===== config.mk =====
export PLATFORM = sky130hd
export DESIGN_NAME = char_lcd_nibble_write_sequencer_top
export DESIGN_NICKNAME = d
export VERILOG_FILES = /design/src/rtl/lcdseq_pkg.sv /design/src/rtl/lcdseq_front.sv /design/src/rtl/lcdseq_queue.sv /design/src/rtl/lcdseq_back.sv /design/src/rtl/char_lcd_nibble_write_sequencer_top.sv
export SDC_FILE = /design/constraint.sdc
export NUM_CORES = 1
export LEC_CHECK = 0
export ABC_AREA = 0
export BUFFER_PORTS_ARGS = -buffer_cell sky130_fd_sc_hd__buf_2
export CAP_MARGIN = 30
export CORE_ASPECT_RATIO = 1.4
export CORE_MARGIN = 5
export CORE_UTILIZATION = 52
export CTS_CLUSTER_SIZE = 30
export DETAILED_ROUTE_END_ITERATION = 8
export GPL_TIMING_DRIVEN = 0
export PLACE_DENSITY_LB_ADDON = 0.25
export SKIP_CTS_REPAIR_TIMING = 1
export SYNTH_ARGS = -nofsm -noshare
export SYNTH_HDL_FRONTEND = slang
export SYNTH_SLANG_ARGS = --single-unit

===== constraint.sdc =====
create_clock -name clk -period 6.72 [get_ports clk]
set_input_delay 0.672 -clock clk [delete_from_list [all_inputs] [get_ports clk]]
set_output_delay 0.672 -clock clk [all_outputs]
set_load 0.05 [all_outputs]

===== src/rtl/lcdseq_pkg.sv =====
package lcdseq_pkg;

  // display geometry
  localparam int COLUMNS = 16;

  localparam int TICK_W    = 24;
  localparam int CFG_IDX_W = 3;

  // request queue between front and back
  localparam int QDEPTH = 2;
  localparam int QAW    = $clog2(QDEPTH);

  // glyph rows carried by one request
  localparam int GLYPH_ROWS = 8;
  localparam int BCNT_W     = $clog2(GLYPH_ROWS + 1);

  // register indexes
  localparam logic [CFG_IDX_W-1:0] CFG_STROBE_HIGH = 3'd0;
  localparam logic [CFG_IDX_W-1:0] CFG_NIBBLE_GAP  = 3'd1;
  localparam logic [CFG_IDX_W-1:0] CFG_BYTE_GAP    = 3'd2;
  localparam logic [CFG_IDX_W-1:0] CFG_CLEAR_WAIT  = 3'd3;
  localparam logic [CFG_IDX_W-1:0] CFG_GLYPH_WAIT  = 3'd4;

  localparam logic [TICK_W-1:0] RST_STROBE_HIGH = 24'd50;
  localparam logic [TICK_W-1:0] RST_NIBBLE_GAP  = 24'd10000;
  localparam logic [TICK_W-1:0] RST_BYTE_GAP    = 24'd100000;
  localparam logic [TICK_W-1:0] RST_CLEAR_WAIT  = 24'd1000000;
  localparam logic [TICK_W-1:0] RST_GLYPH_WAIT  = 24'd500000;

  // controller command bytes
  localparam logic [7:0] CMD_CLEAR     = 8'h01;
  localparam logic [7:0] CMD_ROW0_ADDR = 8'h80;
  localparam logic [7:0] CMD_ROW1_ADDR = 8'hC0;
  localparam logic [7:0] CMD_CGRAM     = 8'h40;

  localparam logic RS_CMD  = 1'b0;
  localparam logic RS_DATA = 1'b1;

  typedef enum logic [2:0] {
    FUNC_CMD     = 3'd0,
    FUNC_DATA    = 3'd1,
    FUNC_CURSOR  = 3'd2,
    FUNC_CHAR_AT = 3'd3,
    FUNC_CLEAR   = 3'd4,
    FUNC_GLYPH   = 3'd5
  } func_t;

  typedef enum logic [1:0] {
    WAIT_NONE  = 2'd0,
    WAIT_CLEAR = 2'd1,
    WAIT_GLYPH = 2'd2
  } wait_sel_t;

  // four bus phases of one byte
  typedef enum logic [1:0] {
    PH_HI_ON  = 2'd0,
    PH_HI_OFF = 2'd1,
    PH_LO_ON  = 2'd2,
    PH_LO_OFF = 2'd3
  } phase_t;

  typedef struct packed {
    logic [TICK_W-1:0] strobe_high;
    logic [TICK_W-1:0] nibble_gap;
    logic [TICK_W-1:0] byte_gap;
    logic [TICK_W-1:0] clear_wait;
    logic [TICK_W-1:0] glyph_wait;
  } cfg_t;

  // one classified request: a lead byte, optional extra wait, then body bytes
  typedef struct packed {
    logic [7:0]              first_byte;
    logic                    first_rs;
    wait_sel_t               wait_sel;
    logic [BCNT_W-1:0]       body_cnt;
    logic                    body_rs;
    logic [8*GLYPH_ROWS-1:0] body;
  } job_t;

  // one bus phase
  typedef struct packed {
    logic [3:0]        nibble;
    logic              rs;
    logic              en;
    logic [TICK_W-1:0] hold;
    logic              last;
  } phase_out_t;

endpackage


===== src/rtl/lcdseq_front.sv =====
module lcdseq_front (
  input  logic                in_tvalid,
  output logic                in_tready,
  input  logic [87:0]         in_tdata,
  input  logic [2:0]          in_tuser,
  input  logic                q_full,
  output logic                push,
  output lcdseq_pkg::job_t    push_job
);
  import lcdseq_pkg::*;

  logic [7:0]  byte_value;
  logic [1:0]  row;
  logic [4:0]  pos;
  logic [3:0]  slot;
  logic [63:0] rows;
  logic        cur_ok;
  logic [7:0]  cur_cmd;
  logic        job_ok;

  assign byte_value = in_tdata[7:0];
  assign row        = in_tdata[9:8];
  assign pos        = in_tdata[14:10];
  assign slot       = in_tdata[18:15];
  assign rows       = in_tdata[82:19];

  assign in_tready = !q_full;

  // cursor address command; rows above 1 or columns past the edge are invalid
  always_comb begin
    cur_ok  = (32'(pos) < COLUMNS) && (row[1] == 1'b0);
    cur_cmd = (row[0] ? CMD_ROW1_ADDR : CMD_ROW0_ADDR) | {4'h0, pos[3:0]};
  end

  always_comb begin
    job_ok              = 1'b0;
    push_job.first_byte = byte_value;
    push_job.first_rs   = RS_CMD;
    push_job.wait_sel   = WAIT_NONE;
    push_job.body_cnt   = '0;
    push_job.body_rs    = RS_DATA;
    push_job.body       = {56'h0, byte_value};
    unique case (func_t'(in_tuser))
      FUNC_CMD: begin
        job_ok = 1'b1;
      end
      FUNC_DATA: begin
        job_ok            = 1'b1;
        push_job.first_rs = RS_DATA;
      end
      FUNC_CURSOR: begin
        job_ok              = cur_ok;
        push_job.first_byte = cur_cmd;
      end
      FUNC_CHAR_AT: begin
        job_ok = 1'b1;
        if (cur_ok) begin
          push_job.first_byte = cur_cmd;
          push_job.body_cnt   = BCNT_W'(1);
        end else begin
          push_job.first_rs = RS_DATA;
        end
      end
      FUNC_CLEAR: begin
        job_ok              = 1'b1;
        push_job.first_byte = CMD_CLEAR;
        push_job.wait_sel   = WAIT_CLEAR;
        push_job.body_cnt   = BCNT_W'(1);
        push_job.body_rs    = RS_CMD;
        push_job.body       = {56'h0, CMD_ROW0_ADDR};
      end
      FUNC_GLYPH: begin
        job_ok              = (slot[3] == 1'b0);
        push_job.first_byte = CMD_CGRAM + {2'b00, slot[2:0], 3'b000};
        push_job.wait_sel   = WAIT_GLYPH;
        push_job.body_cnt   = BCNT_W'(GLYPH_ROWS);
        push_job.body       = rows;
      end
      default: begin
        job_ok = 1'b0;
      end
    endcase
  end

  // rejected requests are consumed without output
  assign push = in_tvalid && in_tready && job_ok;

endmodule


===== src/rtl/lcdseq_queue.sv =====
module lcdseq_queue (
  input  logic                clk,
  input  logic                rst_n,
  input  logic                push,
  input  lcdseq_pkg::job_t    push_job,
  input  logic                pop,
  output logic                full,
  output logic                head_valid,
  output lcdseq_pkg::job_t    head_job
);
  import lcdseq_pkg::*;

  job_t           mem_r [QDEPTH];
  logic [QAW-1:0] wr_ptr_r, wr_ptr_nxt;
  logic [QAW-1:0] rd_ptr_r, rd_ptr_nxt;
  logic [QAW:0]   count_r, count_nxt;

  assign full       = (count_r == (QAW+1)'(QDEPTH));
  assign head_valid = (count_r != '0);
  assign head_job   = mem_r[rd_ptr_r];

  always_comb begin
    wr_ptr_nxt = wr_ptr_r;
    rd_ptr_nxt = rd_ptr_r;
    count_nxt  = count_r;
    if (push) begin
      wr_ptr_nxt = (32'(wr_ptr_r) == QDEPTH - 1) ? '0 : wr_ptr_r + 1'b1;
    end
    if (pop) begin
      rd_ptr_nxt = (32'(rd_ptr_r) == QDEPTH - 1) ? '0 : rd_ptr_r + 1'b1;
    end
    if (push && !pop) begin
      count_nxt = count_r + 1'b1;
    end else if (pop && !push) begin
      count_nxt = count_r - 1'b1;
    end
  end

  always_ff @(posedge clk) begin
    if (!rst_n) begin
      wr_ptr_r <= '0;
      rd_ptr_r <= '0;
      count_r  <= '0;
    end else begin
      wr_ptr_r <= wr_ptr_nxt;
      rd_ptr_r <= rd_ptr_nxt;
      count_r  <= count_nxt;
    end
  end

  always_ff @(posedge clk) begin
    if (push) begin
      mem_r[wr_ptr_r] <= push_job;
    end
  end

endmodule


===== src/rtl/lcdseq_back.sv =====
module lcdseq_back (
  input  logic                  clk,
  input  logic                  rst_n,
  input  lcdseq_pkg::cfg_t      cfg,
  input  logic                  head_valid,
  input  lcdseq_pkg::job_t      head_job,
  output logic                  pop,
  output logic                  out_tvalid,
  input  logic                  out_tready,
  output lcdseq_pkg::phase_out_t out_phase
);
  import lcdseq_pkg::*;

  phase_t            ph_r, ph_nxt;
  logic [BCNT_W-1:0] bidx_r, bidx_nxt;
  logic              wait_r, wait_nxt;
  logic              out_valid_r, out_valid_nxt;
  phase_out_t        out_r, out_nxt;

  logic              adv;
  logic [2:0]        body_sel;
  logic [7:0]        cur_byte;
  logic              cur_rs;
  logic              byte_done;
  logic              wait_next;

  // output register takes a new phase when empty or being drained
  assign adv = head_valid && (!out_valid_r || out_tready);

  assign body_sel = 3'(bidx_r - 1'b1);

  always_comb begin
    if (bidx_r == '0) begin
      cur_byte = head_job.first_byte;
      cur_rs   = head_job.first_rs;
    end else begin
      cur_byte = head_job.body[{body_sel, 3'b000} +: 8];
      cur_rs   = head_job.body_rs;
    end
  end

  assign byte_done = (ph_r == PH_LO_OFF);
  assign wait_next = (bidx_r == '0) && (head_job.wait_sel != WAIT_NONE);

  always_comb begin
    ph_nxt        = ph_r;
    bidx_nxt      = bidx_r;
    wait_nxt      = wait_r;
    out_valid_nxt = out_valid_r;
    out_nxt       = out_r;
    pop           = 1'b0;

    if (out_valid_r && out_tready) begin
      out_valid_nxt = 1'b0;
    end

    if (adv) begin
      out_valid_nxt = 1'b1;
      if (wait_r) begin
        // extra wait repeats the low-nibble, strobe-low pin state
        out_nxt.nibble = head_job.first_byte[3:0];
        out_nxt.rs     = head_job.first_rs;
        out_nxt.en     = 1'b0;
        out_nxt.hold   = (head_job.wait_sel == WAIT_CLEAR) ? cfg.clear_wait
                                                           : cfg.glyph_wait;
        out_nxt.last   = (head_job.body_cnt == '0);
        wait_nxt       = 1'b0;
        ph_nxt         = PH_HI_ON;
        if (head_job.body_cnt == '0) begin
          pop      = 1'b1;
          bidx_nxt = '0;
        end else begin
          bidx_nxt = BCNT_W'(1);
        end
      end else begin
        out_nxt.nibble = ph_r[1] ? cur_byte[3:0] : cur_byte[7:4];
        out_nxt.rs     = cur_rs;
        out_nxt.en     = !ph_r[0];
        unique case (ph_r)
          PH_HI_ON:  out_nxt.hold = cfg.strobe_high;
          PH_HI_OFF: out_nxt.hold = cfg.nibble_gap;
          PH_LO_ON:  out_nxt.hold = cfg.strobe_high;
          PH_LO_OFF: out_nxt.hold = cfg.byte_gap;
          default:   out_nxt.hold = cfg.byte_gap;
        endcase
        out_nxt.last = byte_done && !wait_next && (bidx_r == head_job.body_cnt);
        ph_nxt       = phase_t'(ph_r + 2'd1);
        if (byte_done) begin
          if (wait_next) begin
            wait_nxt = 1'b1;
          end else if (bidx_r == head_job.body_cnt) begin
            pop      = 1'b1;
            bidx_nxt = '0;
          end else begin
            bidx_nxt = bidx_r + 1'b1;
          end
        end
      end
    end
  end

  always_ff @(posedge clk) begin
    if (!rst_n) begin
      ph_r        <= PH_HI_ON;
      bidx_r      <= '0;
      wait_r      <= 1'b0;
      out_valid_r <= 1'b0;
    end else begin
      ph_r        <= ph_nxt;
      bidx_r      <= bidx_nxt;
      wait_r      <= wait_nxt;
      out_valid_r <= out_valid_nxt;
    end
  end

  always_ff @(posedge clk) begin
    out_r <= out_nxt;
  end

  assign out_tvalid = out_valid_r;
  assign out_phase  = out_r;

endmodule


===== src/rtl/char_lcd_nibble_write_sequencer_top.sv =====
// First phase: with the back end idle, a taken request is written into the request queue, then
//   its first bus phase is registered onto out_*; requests that produce no phase are taken and dropped.
// Throughput: one phase per cycle unless out_tready is low; a request occupies the back end for 4 phases (command,
//   char, cursor, char at a bad position), 8 (char at position), 9 (clear) or 37 (glyph).
// Reset (rst_n low, synchronous): timing registers return to their power-on values,
//   the two-deep request queue empties and any phase in flight is dropped.
module char_lcd_nibble_write_sequencer_top (
  input  logic        clk,
  input  logic        rst_n,

  // request channel
  input  logic        in_tvalid,
  output logic        in_tready,
  // byte_value[7:0], row[9:8], pos[14:10], glyph_slot[18:15], glyph_rows[82:19]
  input  logic [87:0] in_tdata,
  // func[2:0]
  input  logic [2:0]  in_tuser,

  // bus phase channel
  output logic        out_tvalid,
  input  logic        out_tready,
  // data_nibble[3:0], enable[4], hold_ticks[28:5]
  output logic [31:0] out_tdata,
  // reg_select[0]
  output logic        out_tuser,
  output logic        out_tlast,

  // timing register writes
  input  logic        cfg_we,
  input  logic [2:0]  cfg_index,
  input  logic [23:0] cfg_wdata
);
  import lcdseq_pkg::*;

  cfg_t       cfg_r, cfg_nxt;
  logic       q_full;
  logic       push;
  job_t       push_job;
  logic       pop;
  logic       head_valid;
  job_t       head_job;
  phase_out_t out_phase;

  // Timing registers: written by index, unknown indexes ignored.
  always_comb begin
    cfg_nxt = cfg_r;
    if (cfg_we) begin
      unique case (cfg_index)
        CFG_STROBE_HIGH: cfg_nxt.strobe_high = cfg_wdata;
        CFG_NIBBLE_GAP:  cfg_nxt.nibble_gap  = cfg_wdata;
        CFG_BYTE_GAP:    cfg_nxt.byte_gap    = cfg_wdata;
        CFG_CLEAR_WAIT:  cfg_nxt.clear_wait  = cfg_wdata;
        CFG_GLYPH_WAIT:  cfg_nxt.glyph_wait  = cfg_wdata;
        default:         cfg_nxt             = cfg_r;
      endcase
    end
  end

  always_ff @(posedge clk) begin
    if (!rst_n) begin
      cfg_r.strobe_high <= RST_STROBE_HIGH;
      cfg_r.nibble_gap  <= RST_NIBBLE_GAP;
      cfg_r.byte_gap    <= RST_BYTE_GAP;
      cfg_r.clear_wait  <= RST_CLEAR_WAIT;
      cfg_r.glyph_wait  <= RST_GLYPH_WAIT;
    end else begin
      cfg_r <= cfg_nxt;
    end
  end

  // Front: decode the request into a lead byte, optional wait and body bytes.
  // Requests that produce nothing (bad cursor, bad slot, unused func) are
  // accepted and dropped here.
  lcdseq_front u_front (
    .in_tvalid (in_tvalid),
    .in_tready (in_tready),
    .in_tdata  (in_tdata),
    .in_tuser  (in_tuser),
    .q_full    (q_full),
    .push      (push),
    .push_job  (push_job)
  );

  lcdseq_queue u_queue (
    .clk        (clk),
    .rst_n      (rst_n),
    .push       (push),
    .push_job   (push_job),
    .pop        (pop),
    .full       (q_full),
    .head_valid (head_valid),
    .head_job   (head_job)
  );

  // Back: walks nibble phases of the head job, one per cycle while out_tready
  // allows, into an output register; the job is popped with its final phase.
  lcdseq_back u_back (
    .clk        (clk),
    .rst_n      (rst_n),
    .cfg        (cfg_r),
    .head_valid (head_valid),
    .head_job   (head_job),
    .pop        (pop),
    .out_tvalid (out_tvalid),
    .out_tready (out_tready),
    .out_phase  (out_phase)
  );

  assign out_tdata = {3'b000, out_phase.hold, out_phase.en, out_phase.nibble};
  assign out_tuser = out_phase.rs;
  assign out_tlast = out_phase.last;

endmodule

==> results of run 1 <==
-- stage by stage --
step                hold slack, ns  util, %  total power, W
global placement             0.441     57.5         0.00275
detailed placement           0.446     57.9         0.00277
finish                       0.400     62.2         0.00454
global route                 0.391     62.2         0.00470
floorplan                    0.436        -         0.00258
CTS                          0.371     62.2         0.00457
-- cell type report --
type | instances | area (µm²)
fillers | 2070 | 9630
flip-flops and latches | 318 | 8220
multi-input cells | 827 | 4870
clock buffers | 41 | 896
repair buffers | 153 | 841
well taps | 319 | 399
plain buffers | 88 | 378
clock inverters | 17 | 191
inverters | 11 | 41.3
-- critical path, cell delays in order, from the launching register on --
cell	delay (ns)
dfxtp_1	0.41
ha_1	0.17
clkbuf_1	0.42
inv_1	0.17
a31o_2	0.28
a21oi_1	0.23
nand2_1	0.16
ha_1	0.34
or3_1	0.37
a21oi_1	0.14
-- worst min path at each step --
stage             startpoint  slack (ns)    endpoint
2_1_floorplan       cfg_r[0]        0.44    cfg_r[0]
3_3_place_gp       cfg_r[26]        0.44   cfg_r[26]
3_5_place_dp       cfg_r[11]        0.45   cfg_r[11]
4_1_cts        cfg_wdata[16]        0.37   cfg_r[88]
5_1_grt        cfg_wdata[16]        0.39  cfg_r[112]
6_report        cfg_wdata[2]        0.40   cfg_r[26]
-- logic make-up after synthesis --
| kind of cell | count (synthesis) | share of synthesized area [%] |
|---|---|---|
| mux | 80 | 7.89 |
| buf+inv | 99 | 3.11 |
| fa+ha+maj | 7 | 0.649 |
| compound gates | 240 | 10.9 |
| other cells | 1 | 0.0278 |
| flops | 318 | 60.9 |
| simple gates | 490 | 16.0 |
| xor+xnor | 7 | 0.454 |
-- cells in the final DEF, fill, tap and decap left out, drive strengths merged, types with 2 or more instances in the layout --
master | synthesis | final
ha | 7 | 7
mux2i | 58 | 58
xnor2 | 4 | 4
nor3 | 4 | 4
clkinvlp | 0 | 3
o211ai | 2 | 2
clkbuf | 72 | 113
o22ai | 3 | 3
a21oi | 132 | 132
nor4 | 2 | 2
xor2 | 3 | 3
a211oi | 24 | 24
a221oi | 8 | 8
nand4 | 7 | 7
nand2b | 3 | 3
a32o | 5 | 5
dfxtp | 133 | 133
nor2b | 5 | 5
nor2 | 50 | 50
inv | 11 | 12
a31oi | 4 | 4
or4 | 2 | 2
and3 | 3 | 3
nor3b | 2 | 2
or3 | 3 | 3
a221o | 2 | 2
nand3 | 49 | 49
nand2 | 294 | 294
or2 | 5 | 5
buf | 16 | 169
a22oi | 32 | 32
clkinv | 0 | 9
mux4 | 21 | 21
bufinv | 0 | 4
edfxtp | 185 | 185
and2 | 59 | 59
conb | 1 | 3
o21ai | 19 | 19
-- per-layer routing --
metal  wire (µm)  vias to the layer above  part of all wire [%]  GRT usage, %
met1       12000                     4660                    36          24.6
met4        1460                        0                   4.4          9.52
met5           0                        -                     0             0
li1            -                     4811                     -             -
met3        1770                       81                   5.3          2.73
met2       18100                      349                    54          42.5
-- flip-flops by register name, indices dropped and copies added (netlist names), named ones only --
name / cells
cfg_r: 120
u_back.bidx_r: 4
u_back.out_phase: 31
u_back.out_tvalid: 1
u_back.ph_r: 2
u_back.wait_r: 1
u_queue.count_r: 2
u_queue.mem_r: 154
u_queue.rd_ptr_r: 1
u_queue.wr_ptr_r: 1
-- power by group through the flow --
stage | Combinational [W] | Sequential, W | Clock, W
after CTS | 0.000520 | 0.00221 | 0.00184
final | 0.000518 | 0.00221 | 0.00181
after global placement | 0.000494 | 0.00226 | 0
after global routing | 0.000556 | 0.00222 | 0.00192
after floorplan | 0.000232 | 0.00235 | 0
after detailed placement | 0.000519 | 0.00225 | 0
==> run metrics, run 1 <==
placed insts=1716; Max Cap Viol=0; clock root buffer=clkbuf_16; synthesis-to-finish area growth=17.4%; Logic pwr share=11.4%; worst skew pair latency=0.56 ns; reg2reg path depth=9; number of global-route vias before repair=10082; Worst setup EP type=flip-flop; Synthesis Warnings=0; Peak Freq=361 MHz; setup TNS=0 ns; global route total overflow=0; final setup fails=0; Nets=1560; Area contributors post-synth=edfxtp_1 (41%), dfxtp_1 (20%), nand2_1 (8.2%); Clock Power Share=39.9%; Tcrit/Tclk final=41.2%; Min-Delay Path Depth=3; global-route wire length before repair=52.7 mm; final hold vios=0; type of the tightest min-delay check=input port to flip-flop; Max IR drop VDD=0.291 mV; ys flop type=edfxtp_1; hpwl dp=24.8 mm; DRC viols=0; synthesized area=0.0135 mm²; Place WS=3.76 ns; Cell Rows=69; DRT iter0 DRCs=650; Net Sw Power=0.00112 W; placed inst area=0.0148 mm²; die area=0.0293 mm²; total CTS buffers=31; FFs w/ async S/R, synth=0%; ANT nets after route=0; reg2reg end=u_queue.count_r[1]; post-synthesis cell type count=56; worst r2r src=u_back.ph_r[0]; Yosys reg bits=318; status=finished clean; ant diodes=0; Mapped Cells=1242; Core ar.=0.0255 mm²; Seq pwr share=48.7%; EDFF count, synth=185; final estimated routing congestion in global placement=0.887; RSZ-0062 raised after global routing=false; clock buffer depth=3; total internal power=0.00342 W; post-synthesis sequential area ratio=60.9%; Vias=9901; post-route minimum period=2.77 ns; DR WL/cell=18.8 µm; Crit path required time=7.21 ns; largest net degree at the start of global routing=63; final WL=33.3 mm; H-tree levels=1; clock sink count=318; Avg Inst Size Synth=10.9 µm²; Cell Count, Final, Fillers Out=1774; Total GRT Usage=22.3%; Die Wd=146 µm; Worst Path Arrival=3.26 ns; Critical Path Start Type=flip-flop; vias per cell=5.58; Commonest cells post-synth=nand2_1 (294), edfxtp_1 (185), dfxtp_1 (133); Critical Path Sink=u_queue.count_r[1]; Switching Fraction=24.7%; CTS clock-pin slew for the worst setup and hold paths=0.06 ns; share of cells above drive strength 1=17.6%; initial core utilization=53.0%; slew at the pin closest to its max-slew limit=0.914 ns; PD cells=287 mW/mm²; CTS tree=done; IO buf count=149; clock skew=0.0221 ns; Yosys top cell by area=edfxtp_1; leakage power=5.77 nW; die height=201 µm; leading cell type by number of instances after synthesis=nand2_1; R2R setup slack=3.95 ns; Yosys top cell area share=41.2%; biggest fanout along the worst timing path=9; Design Area, Final=0.0158 mm²; Setup crit start=u_back.ph_r[0]; Setup CP Type=flip-flop to flip-flop; drt pass-1 iters=5; Top Ports=159; final max-slew violation count=0; initial antenna violation count=0; slew margin rel.=38.8%; final worst slack=3.95 ns
(Power assumes the default switching activity.)
==> inputs of run 2 (changes only) <==
- clock period: 6.72 -> 2.7 ns (I/O delays scaled with it)
==> run metrics, run 2 (synthesis gave the netlist of run 1 again) <==
final WL=33.8 mm; final hold vios=0; ANT nets after route=0; Worst Path Arrival=2.81 ns; register area=0.00822 mm²; Top reg by flops=u_queue.mem_r; CTS clock-pin slew for the worst setup and hold paths=0.06 ns; reg2reg end=u_back.out_phase[28]; Hold Crit Endpoint=cfg_r[35]; GR Util met3=3.23%; ant diodes=0; DRC viols=0; Fillers=2079; commonest cells after routing, fill and taps aside=nand2_1 (294), edfxtp_1 (185), buf_2 (154), a21oi_1 (131), dfxtp_1 (131); largest net degree at the start of global routing=68; leading cell type in the layout, fill and taps excluded=nand2_1; status=finished clean; Peak Freq=391 MHz; slew at the pin closest to its max-slew limit=0.843 ns; Multi-input gate area=0.00491 mm²; Tcrit/Tclk final=94.8%; initial antenna violation count=0; worst skew pair latency=0.51 ns; IO buf count=149; Setup CP Type=flip-flop to flip-flop; share of cells above drive strength 1=17.8%; post-route minimum period=2.56 ns; drt pass-1 iters=7; R2R setup slack=0.14 ns; Die Wd=146 µm; H-tree levels=2; Worst setup EP type=flip-flop; clock buffer depth=3; met2 Use GR=43.0%; CTS tree=done; hpwl dp=25.0 mm; final estimated routing congestion in global placement=0.909; Hold Crit Start=cfg_wdata[11]; Cell Rows=69; total CTS buffers=34; Largest register FFs=154; number of global-route vias before repair=10260; final max-slew violation count=0; Cell Count, Final, Fillers Out=1775; clock sink count=318; Top Ports=159; placed insts=1716; initial core utilization=53.0%; die height=201 µm; Max IR drop VDD=0.741 mV; DRT iter0 DRCs=862; grt met1 use=25.3%; PD cells=711 mW/mm²; final setup fails=0; Nets=1562; Max Cap Viol=0; die area=0.0293 mm²; Core ar.=0.0255 mm²; synthesis-to-finish area growth=17.5%; biggest fanout along the worst timing path=10; leakage power=5.78 nW; global-route wire length before repair=54.0 mm; Critical Path Start Type=flip-flop; clock root buffer=clkbuf_16; fin util=62.3%; type of the tightest min-delay check=input port to flip-flop; layer with the highest usage=met2; slew margin rel.=43.6%; clock skew=0.0127 ns; reg2reg path depth=9; global route total overflow=0; Crit path required time=2.96 ns; Vias=10012; DR WL/cell=19.1 µm; vias per cell=5.64; RSZ-0062 raised after global routing=false; Min-Delay Path Depth=3; Total GRT Usage=22.8%
[run 2: cell count changes in the layout (fill, tap and decap cells not counted), sizes merged]
| cell | change |
|---|---|
| bufinv | -3 |
| clkbuf | +6 |
| clkinv | +2 |
| clkinvlp | -3 |
| inv | -1 |
[run 2: report_power, final]
group | total [W] | switching (W) | internal [W]
sequential | 0.00550 | 0.0000843 | 0.00542
combinational | 0.00130 | 0.000908 | 0.000388
clock | 0.00447 | 0.00181 | 0.00267
[run 2: area by class of cell]
cell class,count,share of cell area [%]
clock inverters,12,0.505
well taps,319,2.52
clock buffers,48,6.29
multi-input cells,827,30.9
repair buffers,153,5.30
plain buffers,87,2.36
inverters,11,0.260
flip-flops and latches,318,51.8
[run 2: how the worst max path moves through the flow]
stage,from,depth (start not counted),end,slack [ns]
floorplan,u_queue.count_r[0],4,u_queue.mem_r[0][0],0.04
global route,u_back.ph_r[1],9,u_back.out_phase[14],0.03
finish,flip-flop,9,u_back.out_phase[28],0.14
detailed placement,u_back.ph_r[0],9,u_queue.count_r[1],-0.04
global placement,in_tuser[0],6,u_queue.mem_r[0][55],-0.72
CTS,u_back.ph_r[0],9,u_queue.count_r[1],-0.07
[run 2: layer usage]
layer	routed length (µm)	share of wire, %
met2	18500	55
met1	12200	36
met4	1440	4.3
met5	0	0
met3	1680	5.0
[run 2: stage by stage]
stage / setup TNS, ns / instance area (µm²) / hold WS [ns] / setup slack, ns / total power, W
6_report: 0 / 15900 / 0.0536 / 0.141 / 0.0113
3_5_place_dp: -0.0364 / 14800 / 0.447 / -0.0364 / 0.00690
4_1_cts: -0.0677 / 15800 / 0.0384 / -0.0677 / 0.0113
2_1_floorplan: 0 / 13500 / 0.394 / 0.0382 / 0.00643
3_3_place_gp: -85.05 / 14700 / 0.441 / -0.720 / 0.00684
5_1_grt: 0 / 15900 / 0.0469 / 0.0292 / 0.0117
[run 2: critical path, stage by stage, from the launching register on]
cell and delay (ns):
dfxtp_1 0.30, buf_4 0.15, buf_6 0.20, buf_6 0.21, buf_2 0.34, mux2i_2 0.41
a22oi_1 0.12, nand3_1 0.11, nand3_1 0.16, a32o_1 0.30
